**src/rcppm_pkg.sv**
```systemverilog
// ----------------------------------------------------------------------------
// rcppm_pkg
// Shared constants, types and helper functions of the PPM frame generator.
// ----------------------------------------------------------------------------
package rcppm_pkg;

   localparam int NUM_LINES     = 4;
   localparam int NUM_CHANNELS  = 9;
   localparam int FRACTION_BITS = 16;

   // Field widths of the streaming and register ports.
   localparam int CMD_W      = 2;
   localparam int LINE_IDX_W = 2;
   localparam int CH_IDX_W   = 4;
   localparam int RAW_W      = 19;
   localparam int LEVELS_W   = 4;
   localparam int TICK_W     = 12;
   localparam int FRAME_W    = 16;
   localparam int REM_W      = 13;
   localparam int CSR_IDX_W  = 2;
   localparam int CSR_DATA_W = 16;
   localparam int REQ_DATA_W = 32;
   localparam int REQ_USER_W = 2;
   localparam int RSP_DATA_W = 8;
   localparam int RSP_USER_W = 1;

   localparam int FRAC_W    = FRACTION_BITS + 1;
   localparam int PROD_W    = TICK_W + FRAC_W;
   localparam int CH_CNT_W  = CH_IDX_W + 1;
   localparam int LINE_W    = (NUM_LINES > 1) ? $clog2(NUM_LINES) : 1;
   localparam int WT_DEPTH  = NUM_LINES * NUM_CHANNELS;
   localparam int WT_ADDR_W = (WT_DEPTH > 1) ? $clog2(WT_DEPTH) : 1;

   // A restore reloads this many leading channels of a line.
   localparam int RESTORE_CHANNELS = 6;
   localparam int HALF_FIRST_CH    = 1;
   localparam int HALF_LAST_CH     = 3;

   localparam logic [FRAC_W-1:0] FRAC_ONE  = FRAC_W'(1) << FRACTION_BITS;
   localparam logic [FRAC_W-1:0] FRAC_HALF = FRAC_ONE >> 1;

   // Commands carried in the request tuser.
   localparam logic [CMD_W-1:0] CMD_TICK    = 2'd0;
   localparam logic [CMD_W-1:0] CMD_SET     = 2'd1;
   localparam logic [CMD_W-1:0] CMD_RESTORE = 2'd2;

   // Register indexes.
   localparam logic [CSR_IDX_W-1:0] CSR_MARK_LEN = 2'd0;
   localparam logic [CSR_IDX_W-1:0] CSR_MIN_GAP  = 2'd1;
   localparam logic [CSR_IDX_W-1:0] CSR_SPAN     = 2'd2;
   localparam logic [CSR_IDX_W-1:0] CSR_FRAME    = 2'd3;

   localparam logic [TICK_W-1:0]  MARK_LEN_RESET = 12'd17;
   localparam logic [TICK_W-1:0]  MIN_GAP_RESET  = 12'd30;
   localparam logic [TICK_W-1:0]  SPAN_RESET     = 12'd44;
   localparam logic [FRAME_W-1:0] FRAME_RESET    = 16'd970;

   typedef enum logic [1:0] {
      PH_START,
      PH_GAP,
      PH_TAIL
   } phase_type;

   typedef struct packed {
      logic [CH_IDX_W-1:0] ch;
      phase_type           phase;
      logic [REM_W-1:0]    rem;
   } line_state_type;

   typedef struct packed {
      logic                frame_start;
      logic [LEVELS_W-1:0] levels;
   } result_type;

   typedef struct packed {
      logic                  set_en;
      logic                  restore_en;
      logic [WT_ADDR_W-1:0]  addr;
      logic [LINE_IDX_W-1:0] line;
      logic [FRAC_W-1:0]     frac;
   } wt_write_type;

   typedef struct packed {
      logic                 en;
      logic [WT_ADDR_W-1:0] addr;
      logic [CH_IDX_W-1:0]  ch;
   } wt_read_type;

   function automatic logic [FRAC_W-1:0] default_fraction(input logic [CH_IDX_W-1:0] ch);
      return (ch >= CH_IDX_W'(HALF_FIRST_CH) && ch <= CH_IDX_W'(HALF_LAST_CH)) ?
             FRAC_HALF : '0;
   endfunction

   // Negative values clamp to zero, values above one clamp to one.
   function automatic logic [FRAC_W-1:0] clamp_fraction(input logic [RAW_W-1:0] raw);
      logic [FRAC_W-1:0] f;
      if (raw[RAW_W-1]) begin
         f = '0;
      end else if (raw > RAW_W'(FRAC_ONE)) begin
         f = FRAC_ONE;
      end else begin
         f = raw[FRAC_W-1:0];
      end
      return f;
   endfunction

   function automatic logic [WT_ADDR_W-1:0] wt_addr(input logic [WT_ADDR_W-1:0] line,
                                                    input logic [WT_ADDR_W-1:0] ch);
      return line * WT_ADDR_W'(NUM_CHANNELS) + ch;
   endfunction

   function automatic logic [REM_W-1:0] gap_ticks(input logic [TICK_W-1:0] span,
                                                  input logic [TICK_W-1:0] min_gap,
                                                  input logic [FRAC_W-1:0] frac);
      logic [PROD_W-1:0] prod;
      prod = PROD_W'(span) * PROD_W'(frac);
      return REM_W'(prod >> FRACTION_BITS) + REM_W'(min_gap);
   endfunction

   // A finished gap moves the line to the next channel's start pulse, or to
   // the tail after the last channel.
   function automatic line_state_type close_gap(input line_state_type s,
                                                input logic [TICK_W-1:0] mark_len);
      line_state_type      n;
      logic [CH_CNT_W-1:0] nxt;
      n   = s;
      nxt = {1'b0, s.ch} + CH_CNT_W'(1);
      if (s.phase == PH_GAP && s.rem == '0) begin
         n.ch = nxt[CH_IDX_W-1:0];
         if (nxt >= CH_CNT_W'(NUM_CHANNELS)) begin
            n.phase = PH_TAIL;
            n.rem   = '0;
         end else begin
            n.phase = PH_START;
            n.rem   = REM_W'(mark_len);
         end
      end
      return n;
   endfunction

   function automatic logic needs_width(input line_state_type s);
      return (s.phase == PH_START) && (s.rem == '0);
   endfunction

   function automatic line_state_type finish_tick(input line_state_type s);
      line_state_type n;
      n = s;
      if (s.phase != PH_TAIL && s.rem != '0) begin
         n.rem = s.rem - REM_W'(1);
      end
      return n;
   endfunction

endpackage

```
**src/rc_ppm_frame_generator.sv**
```systemverilog
// ----------------------------------------------------------------------------
// rc_ppm_frame_generator
// Multi-line radio-control PPM frame generator with a width table in memory.
// ----------------------------------------------------------------------------
// A tick transaction yields one result through the output buffer; set and
// restore transactions yield none. Each time a line enters a channel gap, the
// tick waits in the fetch state for a read on the single read port of the
// width memory, once per gap entered in it (more when zero-length pulses or
// gaps are skipped), and no new request is taken meanwhile. The width table
// needs no clearing pass after reset.
module rc_ppm_frame_generator (
   input  logic                                  clock,
   input  logic                                  reset,
   input  logic                                  req_tvalid,
   output logic                                  req_tready,
   // [1:0] line_index, [5:2] channel_index, [24:6] width_fraction, zero pad
   input  logic [rcppm_pkg::REQ_DATA_W-1:0]      req_tdata,
   input  logic [rcppm_pkg::REQ_USER_W-1:0]      req_tuser,  // [1:0] command
   output logic                                  rsp_tvalid,
   input  logic                                  rsp_tready,
   output logic [rcppm_pkg::RSP_DATA_W-1:0]      rsp_tdata,  // [3:0] line_levels
   output logic [rcppm_pkg::RSP_USER_W-1:0]      rsp_tuser,  // [0] frame_start
   input  logic                                  csr_wr_en,
   input  logic [rcppm_pkg::CSR_IDX_W-1:0]       csr_index,
   input  logic [rcppm_pkg::CSR_DATA_W-1:0]      csr_wr_data
);

   localparam int NL = rcppm_pkg::NUM_LINES;
   localparam int LW = rcppm_pkg::LINE_W;

   typedef enum logic {
      S_IDLE,
      S_FETCH
   } seq_state_type;

   // Request fields.
   logic [rcppm_pkg::CMD_W-1:0]      command;
   logic [rcppm_pkg::LINE_IDX_W-1:0] line_index;
   logic [rcppm_pkg::CH_IDX_W-1:0]   channel_index;
   logic [rcppm_pkg::RAW_W-1:0]      width_fraction;

   // Configuration.
   logic [rcppm_pkg::TICK_W-1:0]  mark_len_ff;
   logic [rcppm_pkg::TICK_W-1:0]  min_gap_ff;
   logic [rcppm_pkg::TICK_W-1:0]  span_ff;
   logic [rcppm_pkg::FRAME_W-1:0] frame_ticks_ff;

   // Sequencer and per-line state.
   seq_state_type              state_ff, state_in;
   rcppm_pkg::line_state_type  line_ff [NL];
   rcppm_pkg::line_state_type  line_in [NL];
   rcppm_pkg::line_state_type  stage [NL];
   rcppm_pkg::line_state_type  done [NL];
   rcppm_pkg::line_state_type  resolved;
   logic [NL-1:0]              need;
   logic [NL-1:0]              levels;
   logic                       any_need;
   logic [LW-1:0]              pick;
   logic [LW-1:0]              pend_line_ff, pend_line_in;
   logic                       first_ff, first_in;
   logic                       first_now;
   logic [rcppm_pkg::FRAME_W-1:0] pos_ff, pos_in, pos_next;

   logic accept, tick_accept, work, push, out_space;
   logic line_ok, ch_ok;
   logic [rcppm_pkg::FRAC_W-1:0] rd_fraction;
   rcppm_pkg::wt_write_type      wt_wr;
   rcppm_pkg::wt_read_type       wt_rd;
   rcppm_pkg::result_type        result;

   assign command        = req_tuser[rcppm_pkg::CMD_W-1:0];
   assign line_index     = req_tdata[1:0];
   assign channel_index  = req_tdata[5:2];
   assign width_fraction = req_tdata[24:6];

   assign req_tready  = (state_ff == S_IDLE) && out_space;
   assign accept      = req_tvalid && req_tready;
   assign tick_accept = accept && (command == rcppm_pkg::CMD_TICK);
   assign work        = tick_accept || (state_ff == S_FETCH);
   assign first_now   = (pos_ff == '0);

   assign line_ok = {1'b0, line_index} < (rcppm_pkg::LINE_IDX_W + 1)'(NL);
   assign ch_ok   = {1'b0, channel_index} < rcppm_pkg::CH_CNT_W'(rcppm_pkg::NUM_CHANNELS);

   always_comb begin
      wt_wr.set_en     = accept && (command == rcppm_pkg::CMD_SET) && line_ok && ch_ok;
      wt_wr.restore_en = accept && (command == rcppm_pkg::CMD_RESTORE) && line_ok;
      wt_wr.addr       = rcppm_pkg::wt_addr(rcppm_pkg::WT_ADDR_W'(line_index),
                                            rcppm_pkg::WT_ADDR_W'(channel_index));
      wt_wr.line       = line_index;
      wt_wr.frac       = rcppm_pkg::clamp_fraction(width_fraction);
   end

   // The fetched width closes the pending line's start pulse.
   always_comb begin
      resolved       = line_ff[pend_line_ff];
      resolved.phase = rcppm_pkg::PH_GAP;
      resolved.rem   = rcppm_pkg::gap_ticks(span_ff, min_gap_ff, rd_fraction);
      resolved       = rcppm_pkg::close_gap(resolved, mark_len_ff);
   end

   always_comb begin
      rcppm_pkg::line_state_type s;
      pick = '0;
      for (int l = NL - 1; l >= 0; l--) begin
         if (state_ff == S_FETCH) begin
            s = (pend_line_ff == LW'(l)) ? resolved : line_ff[l];
         end else begin
            s = line_ff[l];
            if (first_now) begin
               s.ch    = '0;
               s.phase = rcppm_pkg::PH_START;
               s.rem   = rcppm_pkg::REM_W'(mark_len_ff);
            end
            s = rcppm_pkg::close_gap(s, mark_len_ff);
         end
         stage[l]  = s;
         need[l]   = rcppm_pkg::needs_width(s);
         levels[l] = (s.phase == rcppm_pkg::PH_START);
         done[l]   = rcppm_pkg::finish_tick(s);
         if (need[l]) begin
            pick = LW'(l);
         end
      end
      any_need = |need;
   end

   always_comb begin
      wt_rd.en   = work && any_need;
      wt_rd.ch   = stage[pick].ch;
      wt_rd.addr = rcppm_pkg::wt_addr(rcppm_pkg::WT_ADDR_W'(pick),
                                      rcppm_pkg::WT_ADDR_W'(stage[pick].ch));
   end

   assign push               = work && !any_need;
   assign result.levels      = rcppm_pkg::LEVELS_W'(levels);
   assign result.frame_start = (state_ff == S_FETCH) ? first_ff : first_now;

   always_comb begin
      pos_next = pos_ff + rcppm_pkg::FRAME_W'(1);
      if (pos_next >= frame_ticks_ff) begin
         pos_next = '0;
      end
      pos_in       = tick_accept ? pos_next : pos_ff;
      first_in     = tick_accept ? first_now : first_ff;
      pend_line_in = (work && any_need) ? pick : pend_line_ff;
      state_in     = state_ff;
      for (int l = 0; l < NL; l++) begin
         line_in[l] = line_ff[l];
      end
      if (work) begin
         state_in = any_need ? S_FETCH : S_IDLE;
         for (int l = 0; l < NL; l++) begin
            line_in[l] = any_need ? stage[l] : done[l];
         end
      end
   end

   always_ff @(posedge clock) begin
      if (reset) begin
         state_ff       <= S_IDLE;
         pos_ff         <= '0;
         first_ff       <= 1'b0;
         pend_line_ff   <= '0;
         mark_len_ff    <= rcppm_pkg::MARK_LEN_RESET;
         min_gap_ff     <= rcppm_pkg::MIN_GAP_RESET;
         span_ff        <= rcppm_pkg::SPAN_RESET;
         frame_ticks_ff <= rcppm_pkg::FRAME_RESET;
         for (int l = 0; l < NL; l++) begin
            line_ff[l].ch    <= '0;
            line_ff[l].phase <= rcppm_pkg::PH_START;
            line_ff[l].rem   <= '0;
         end
      end else begin
         state_ff     <= state_in;
         pos_ff       <= pos_in;
         first_ff     <= first_in;
         pend_line_ff <= pend_line_in;
         for (int l = 0; l < NL; l++) begin
            line_ff[l] <= line_in[l];
         end
         if (csr_wr_en) begin
            case (csr_index)
               rcppm_pkg::CSR_MARK_LEN:
                  mark_len_ff <= csr_wr_data[rcppm_pkg::TICK_W-1:0];
               rcppm_pkg::CSR_MIN_GAP:
                  min_gap_ff <= csr_wr_data[rcppm_pkg::TICK_W-1:0];
               rcppm_pkg::CSR_SPAN:
                  span_ff <= csr_wr_data[rcppm_pkg::TICK_W-1:0];
               rcppm_pkg::CSR_FRAME:
                  frame_ticks_ff <= csr_wr_data;
               default: ;
            endcase
         end
      end
   end

   rcppm_width_store u_width_store (
      .clock       (clock),
      .reset       (reset),
      .wr          (wt_wr),
      .rd          (wt_rd),
      .rd_fraction (rd_fraction)
   );

   rcppm_out_buffer u_out_buffer (
      .clock      (clock),
      .reset      (reset),
      .push       (push),
      .push_data  (result),
      .space      (out_space),
      .rsp_tvalid (rsp_tvalid),
      .rsp_tready (rsp_tready),
      .rsp_tdata  (rsp_tdata),
      .rsp_tuser  (rsp_tuser)
   );

   a_fetch_pending : assert property (@(posedge clock) disable iff (reset)
      state_ff == S_FETCH |-> rcppm_pkg::needs_width(line_ff[pend_line_ff]))
      else $error("fetching a width for a line that does not wait for one");

   a_push_room : assert property (@(posedge clock) disable iff (reset)
      push |-> out_space)
      else $error("result produced without buffer room");

   a_fetch_from_tick : assert property (@(posedge clock) disable iff (reset)
      $rose(state_ff == S_FETCH) |-> $past(tick_accept))
      else $error("width fetch started without a tick transaction");

endmodule

```
**src/rcppm_width_store.sv**
```systemverilog
// ----------------------------------------------------------------------------
// rcppm_width_store
// Channel width memory with one write and one registered read port. Per-entry
// valid bits make entries that were never written read as their reset value.
// ----------------------------------------------------------------------------
module rcppm_width_store (
   input  logic                                clock,
   input  logic                                reset,
   input  rcppm_pkg::wt_write_type             wr,
   input  rcppm_pkg::wt_read_type              rd,
   output logic [rcppm_pkg::FRAC_W-1:0]        rd_fraction
);

   logic [rcppm_pkg::FRAC_W-1:0]   mem [rcppm_pkg::WT_DEPTH];
   logic [rcppm_pkg::WT_DEPTH-1:0] valid_ff;
   logic [rcppm_pkg::FRAC_W-1:0]   rd_data_ff;
   logic                           rd_valid_ff;
   logic [rcppm_pkg::CH_IDX_W-1:0] rd_ch_ff;

   always_ff @(posedge clock) begin
      if (wr.set_en) begin
         mem[wr.addr] <= wr.frac;
      end
      if (rd.en) begin
         rd_data_ff  <= mem[rd.addr];
         rd_valid_ff <= valid_ff[rd.addr];
         rd_ch_ff    <= rd.ch;
      end
   end

   // A restore just drops the valid bits of the line's leading channels, whose
   // defaults equal their reset values.
   always_ff @(posedge clock) begin
      if (reset) begin
         valid_ff <= '0;
      end else begin
         for (int e = 0; e < rcppm_pkg::WT_DEPTH; e++) begin
            if (wr.set_en && wr.addr == rcppm_pkg::WT_ADDR_W'(e)) begin
               valid_ff[e] <= 1'b1;
            end else if (wr.restore_en &&
                         wr.line == rcppm_pkg::LINE_IDX_W'(e / rcppm_pkg::NUM_CHANNELS) &&
                         (e % rcppm_pkg::NUM_CHANNELS) < rcppm_pkg::RESTORE_CHANNELS) begin
               valid_ff[e] <= 1'b0;
            end
         end
      end
   end

   assign rd_fraction = rd_valid_ff ? rd_data_ff : rcppm_pkg::default_fraction(rd_ch_ff);

   a_one_write_kind : assert property (@(posedge clock) disable iff (reset)
      !(wr.set_en && wr.restore_en))
      else $error("set and restore written in the same cycle");

endmodule

```
**src/rcppm_out_buffer.sv**
```systemverilog
// ----------------------------------------------------------------------------
// rcppm_out_buffer
// Two-entry result buffer that drives the rsp stream and decouples it from
// the request side.
// ----------------------------------------------------------------------------
module rcppm_out_buffer (
   input  logic                                 clock,
   input  logic                                 reset,
   input  logic                                 push,
   input  rcppm_pkg::result_type                push_data,
   output logic                                 space,
   output logic                                 rsp_tvalid,
   input  logic                                 rsp_tready,
   output logic [rcppm_pkg::RSP_DATA_W-1:0]     rsp_tdata,  // [3:0] line_levels
   output logic [rcppm_pkg::RSP_USER_W-1:0]     rsp_tuser   // [0] frame_start
);

   rcppm_pkg::result_type head_ff;
   rcppm_pkg::result_type tail_ff;
   logic [1:0]            count_ff;
   logic                  pop;

   assign pop        = rsp_tvalid && rsp_tready;
   assign rsp_tvalid = (count_ff != 2'd0);
   assign space      = (count_ff != 2'd2);
   assign rsp_tdata  = rcppm_pkg::RSP_DATA_W'(head_ff.levels);
   assign rsp_tuser  = head_ff.frame_start;

   always_ff @(posedge clock) begin
      if (reset) begin
         count_ff <= 2'd0;
      end else begin
         case ({push, pop})
            2'b10:   count_ff <= count_ff + 2'd1;
            2'b01:   count_ff <= count_ff - 2'd1;
            default: count_ff <= count_ff;
         endcase
      end
      if (pop) begin
         head_ff <= (push && count_ff == 2'd1) ? push_data : tail_ff;
         if (push && count_ff == 2'd2) begin
            tail_ff <= push_data;
         end
      end else if (push) begin
         if (count_ff == 2'd0) begin
            head_ff <= push_data;
         end else begin
            tail_ff <= push_data;
         end
      end
   end

   a_no_overflow : assert property (@(posedge clock) disable iff (reset)
      push && count_ff == 2'd2 |-> pop)
      else $error("result pushed into a full buffer");

endmodule

```
**config.mk**
```make
export PLATFORM = sky130hd
export DESIGN_NAME = rc_ppm_frame_generator
export DESIGN_NICKNAME = d
export VERILOG_FILES = /design/src/rcppm_pkg.sv /design/src/rc_ppm_frame_generator.sv /design/src/rcppm_width_store.sv /design/src/rcppm_out_buffer.sv
export SDC_FILE = /design/constraint.sdc
export NUM_CORES = 2
export LEC_CHECK = 0
export BUFFER_PORTS_ARGS = -buffer_cell sky130_fd_sc_hd__buf_2
export CORE_MARGIN = 1
export CORE_UTILIZATION = 55
export DETAILED_ROUTE_END_ITERATION = 10
export PLACE_DENSITY = 0.82
export REMOVE_ABC_BUFFERS = 1
export SYNTH_ARGS = -nofsm -noshare
export SYNTH_HDL_FRONTEND = slang
export SYNTH_SLANG_ARGS = --single-unit
```
**constraint.sdc**
```tcl
create_clock -name clock -period 18.9 [get_ports clock]
set_input_delay 0.945 -clock clock [delete_from_list [all_inputs] [get_ports clock]]
set_output_delay 0.945 -clock clock [all_outputs]
set_load 0.05 [all_outputs]
```
==> metrics.md <==
| Metric | Value |
|---|---|
| Outcome | complete, no violations |
| Crit path time final | roughly 17 ns |
| Area share of the largest cell type after synthesis | 0.464 |
| Port bufs | 56 |
| Setup CP Type | reg -> reg |
| Global Route Usage Sum | 0.295 |
| Avg Inst Size Synth | ~13 um^2 |
| Hold wc startpoint | frame_ticks_ff[10]$_SDFFE_PP0P_ |
| Peak supply drop | 0.102 mV |
| CP Data Required Time | between 15 and 20 ns |
| Reg power frac | 0.406 |
| Die width | between 200 and 300 um |
| Hold depth | 2 |
| Synth area leaders | edfxtp_1, mux4_2, fa_1 |
| Pin count of the biggest net entering global routing | 83 |
| DP HPWL | 74.7 mm |
| Total global routing overflow | 0 |
| Min-delay worst type | reg -> reg |
| Initial antenna violation count | 2 |
| Worst setup path start | u_width_store.rd_valid_ff$_DFFE_PP_ |
| CTS sink cnt | 832 |
| Vias per cell | 6.64 |
| Slowest Stage Delay on Critical Path | 1.00 ns |
| Max-slew violations | 0 |
| Gate Count Post-Synth | approximately 3500 |
| Vias in the first global route | 30100 |
| Reg2Reg Setup Slack | between 2 and 2.5 ns |
| Post-synth EDFFs | a little under 700 |
| Seq/Total Area, Yosys | 0.530 |
| H-tree Lvls | 3 |
| Mapped Area | about 44000 um^2 |
| Logic pwr share | 0.254 |
| IO Pins | ~70 |
| CTS tree | done |
| Int Power | around 3.5 mW |
| Final hold violations | 0 |
| Hold Buf Count CTS | 0 |
| Setup Skew | 0.0439 ns |
| Yosys cell types | ~110 |
| Iteration-0 DRC Markers | between 4000 and 5000 |
| DRC viols | 0 |
| Final wirelength | between 100 and 150 mm |
| Initial Util | 0.559 |
| Post-cts resize count | 0 |
| First-pass GRT wire length | 182 mm |
| Area leader, netlist | edfxtp_1 |
| Clk_lat worst skew | ~0.7 ns |
| Die Y | 286 um |
| Layout cell share with drive strength beyond 1 | 0.157 |
| CP Launch Type | register |
| Sw Ratio | 0.313 |
| Worst EP arrival | about 17 ns |
| Slowest CP cell | edfxtp_1 |
| Core area | between 70000 and 80000 um^2 |
| R2R cell count | ~50 |
| Synth warn | 0 |
| Setup violators final | 0 |
| Vias | about 31000 |
| Clock Power Share | 0.340 |
| Worst flop-to-flop path endpoint | u_width_store.rd_data_ff[13]$_DFFE_PP_ |
| Leak pwr | around 18 nW |
| Dominant synthesized flop cell | edfxtp_1 |
| Final hold slack | ~0.46 ns |
| Synthesis-to-finish area growth | 9.87% |
| Setup bufs post-CTS | 0 |
| Crit-path max FO | 58 |
| DR WL/cell | between 20 and 30 um |
| Critical Path End Type | register |
| Synth top cells by count | edfxtp_1, nand2_1, nor2_1 |
| Placement-stage cell area | between 40000 and 50000 um^2 |
| Clock-pin slew on the worst setup and hold paths | roughly 0.070 ns |
| Psw | 1.57 mW |
| Max cap viols | 0 |
| Max Clk Rate | 0.0594 GHz |
| Total CTS buffers | 83 |
| Hold path endpoint | frame_ticks_ff[10]$_SDFFE_PP0P_ |
| Remaining antenna violation count | 0 |
| Row count | roughly 100 |
| Async S/R FF share, synth | 0 |
| Final nets | roughly 3800 |
| CTS max path bufs | 3 |
| Die footprint | ~82000 um^2 |
| Clock Tree Root | clkbuf_16 |
| PwrDens | 103 nW/um^2 |
| Design area | 48800 um^2 |
| Final Cycle Share | 0.890 |
| RSZ-0062 raised after global routing | no |
| Pre-antenna DRT Iters | 8 |
| RR Startpoint | u_width_store.rd_valid_ff$_DFFE_PP_ |
| Measured slew at the worst slew-check pin | between 1 and 1.5 ns |
| Power consumption | 5.03 mW |
| Placer Congestion | 0.978 |
| Seq cells post-synth | between 800 and 900 |
| Headroom to the max-slew limit | 0.0204 |
| Top-count cell post-synth | edfxtp_1 |
area by class of cell:
type,instances,area (um^2)
diodes,1,2.50
clock buffers,106,2250
clock inverters,47,567
fillers,5751,30600
inverters,189,709
multi-input cells,2265,19500
flip-flops and latches,832,23500
well taps,1050,1310
repair buffers,134,901
power groups by stage:
stage | clock [mW] | sequential (mW) | combinational (mW)
3_5_place_dp | 0 | 2.08 | 1.24
6_report | 1.71 | 2.04 | 1.28
3_3_place_gp | 0 | 2.08 | 1.20
5_1_grt | 1.79 | 2.04 | 1.35
4_1_cts | 1.72 | 2.04 | 1.25
2_1_floorplan | 0 | 2.08 | 0.923
per-stage QoR:
step	cells	util	setup TNS, ns	worst slack, ns
floorplan	3286	-	-15.88	-1.03
global placement	4469	0.578	0	2.80
detailed placement	4469	0.578	0	2.56
CTS	4622	0.614	0	2.54
global route	4623	0.614	0	1.46
finish	4624	0.614	0	2.08
logic make-up (layout without fill, tap and decap cells):
family	Yosys count	count (layout)	synth area share
and+or+nand+nor	1075	1075	0.117
DFF	832	832	0.530
AOI/OAI and AO/OA	582	582	0.0858
buffers and inverters	394	476	0.0352
adders and majority gates	275	275	0.103
muxes	233	233	0.109
xor gates and xnor gates	96	96	0.0194
other	1	5	0.0000845
routing by layer:
layer / track usage / up-vias / share of wire
met4: 0.143 / 0 / 0.049
met1: 0.383 / 15200 / 0.37
met2: 0.477 / 2142 / 0.48
met5: 0 / - / 0
met3: 0.0579 / 438 / 0.11
li1: - / 13000 / -
flip-flops by register name (all words and copies together) (netlist names), 2 cells and up, named ones only:
signal / cells
u_width_store.valid_ff: 36
mark_len_ff: 12
pos_ff: 16
u_width_store.rd_ch_ff: 4
frame_ticks_ff: 16
pend_line_ff: 2
u_out_buffer.rsp_tdata: 4
u_width_store.mem: 612
line_ff: 76
u_out_buffer.count_ff: 2
u_out_buffer.tail_ff: 5
min_gap_ff: 12
span_ff: 12
u_width_store.rd_data_ff: 17
cell usage in the layout (no fill, tap or decap), types with 12 or more instances in the layout:
master	n
a211oi_1	23
a21o_1	38
a21oi_1	184
a221oi_1	13
a31oi_1	25
and2_1	58
and3_1	92
buf_2	55
buf_4	76
clkbuf_1	14
clkbuf_16	83
clkinv_1	13
clkinv_2	12
dfxtp_1	145
edfxtp_1	686
fa_1	151
ha_1	121
inv_1	189
mux2i_1	24
mux4_2	201
nand2_1	346
nand2b_1	13
nand3_1	57
nand3b_1	14
nand4_1	30
nor2_1	260
nor2_2	34
nor2b_1	19
nor3_1	35
nor3b_1	12
nor4_1	23
o21a_1	12
o21ai_0	122
o31ai_1	19
or3_1	21
xnor2_1	51
xor2_1	42
worst max path at each step:
stage	to	slack [ns]
2_1_floorplan	u_width_store.rd_valid_ff$_DFFE_PP_	-1.03
3_3_place_gp	u_width_store.rd_data_ff[6]$_DFFE_PP_	2.80
3_5_place_dp	u_width_store.rd_data_ff[6]$_DFFE_PP_	2.56
4_1_cts	u_width_store.rd_data_ff[13]$_DFFE_PP_	2.54
5_1_grt	u_width_store.rd_data_ff[6]$_DFFE_PP_	1.46
6_report	u_width_store.rd_data_ff[13]$_DFFE_PP_	2.08
worst max-delay path, delay by kind of cell, from the launching register on:
family | cells | cell delay [ns]
adder cells (fa/ha/maj) | 10 | 4.60
buffers and inverters | 7 | 1.78
AND/OR/NAND/NOR | 14 | 3.12
AO/OA/AOI/OAI | 14 | 4.48
multiplexers | 3 | 1.17
flip-flops | 1 | 1.00
XOR/XNOR | 1 | 0.22
Power figures use the tool's default switching activity.
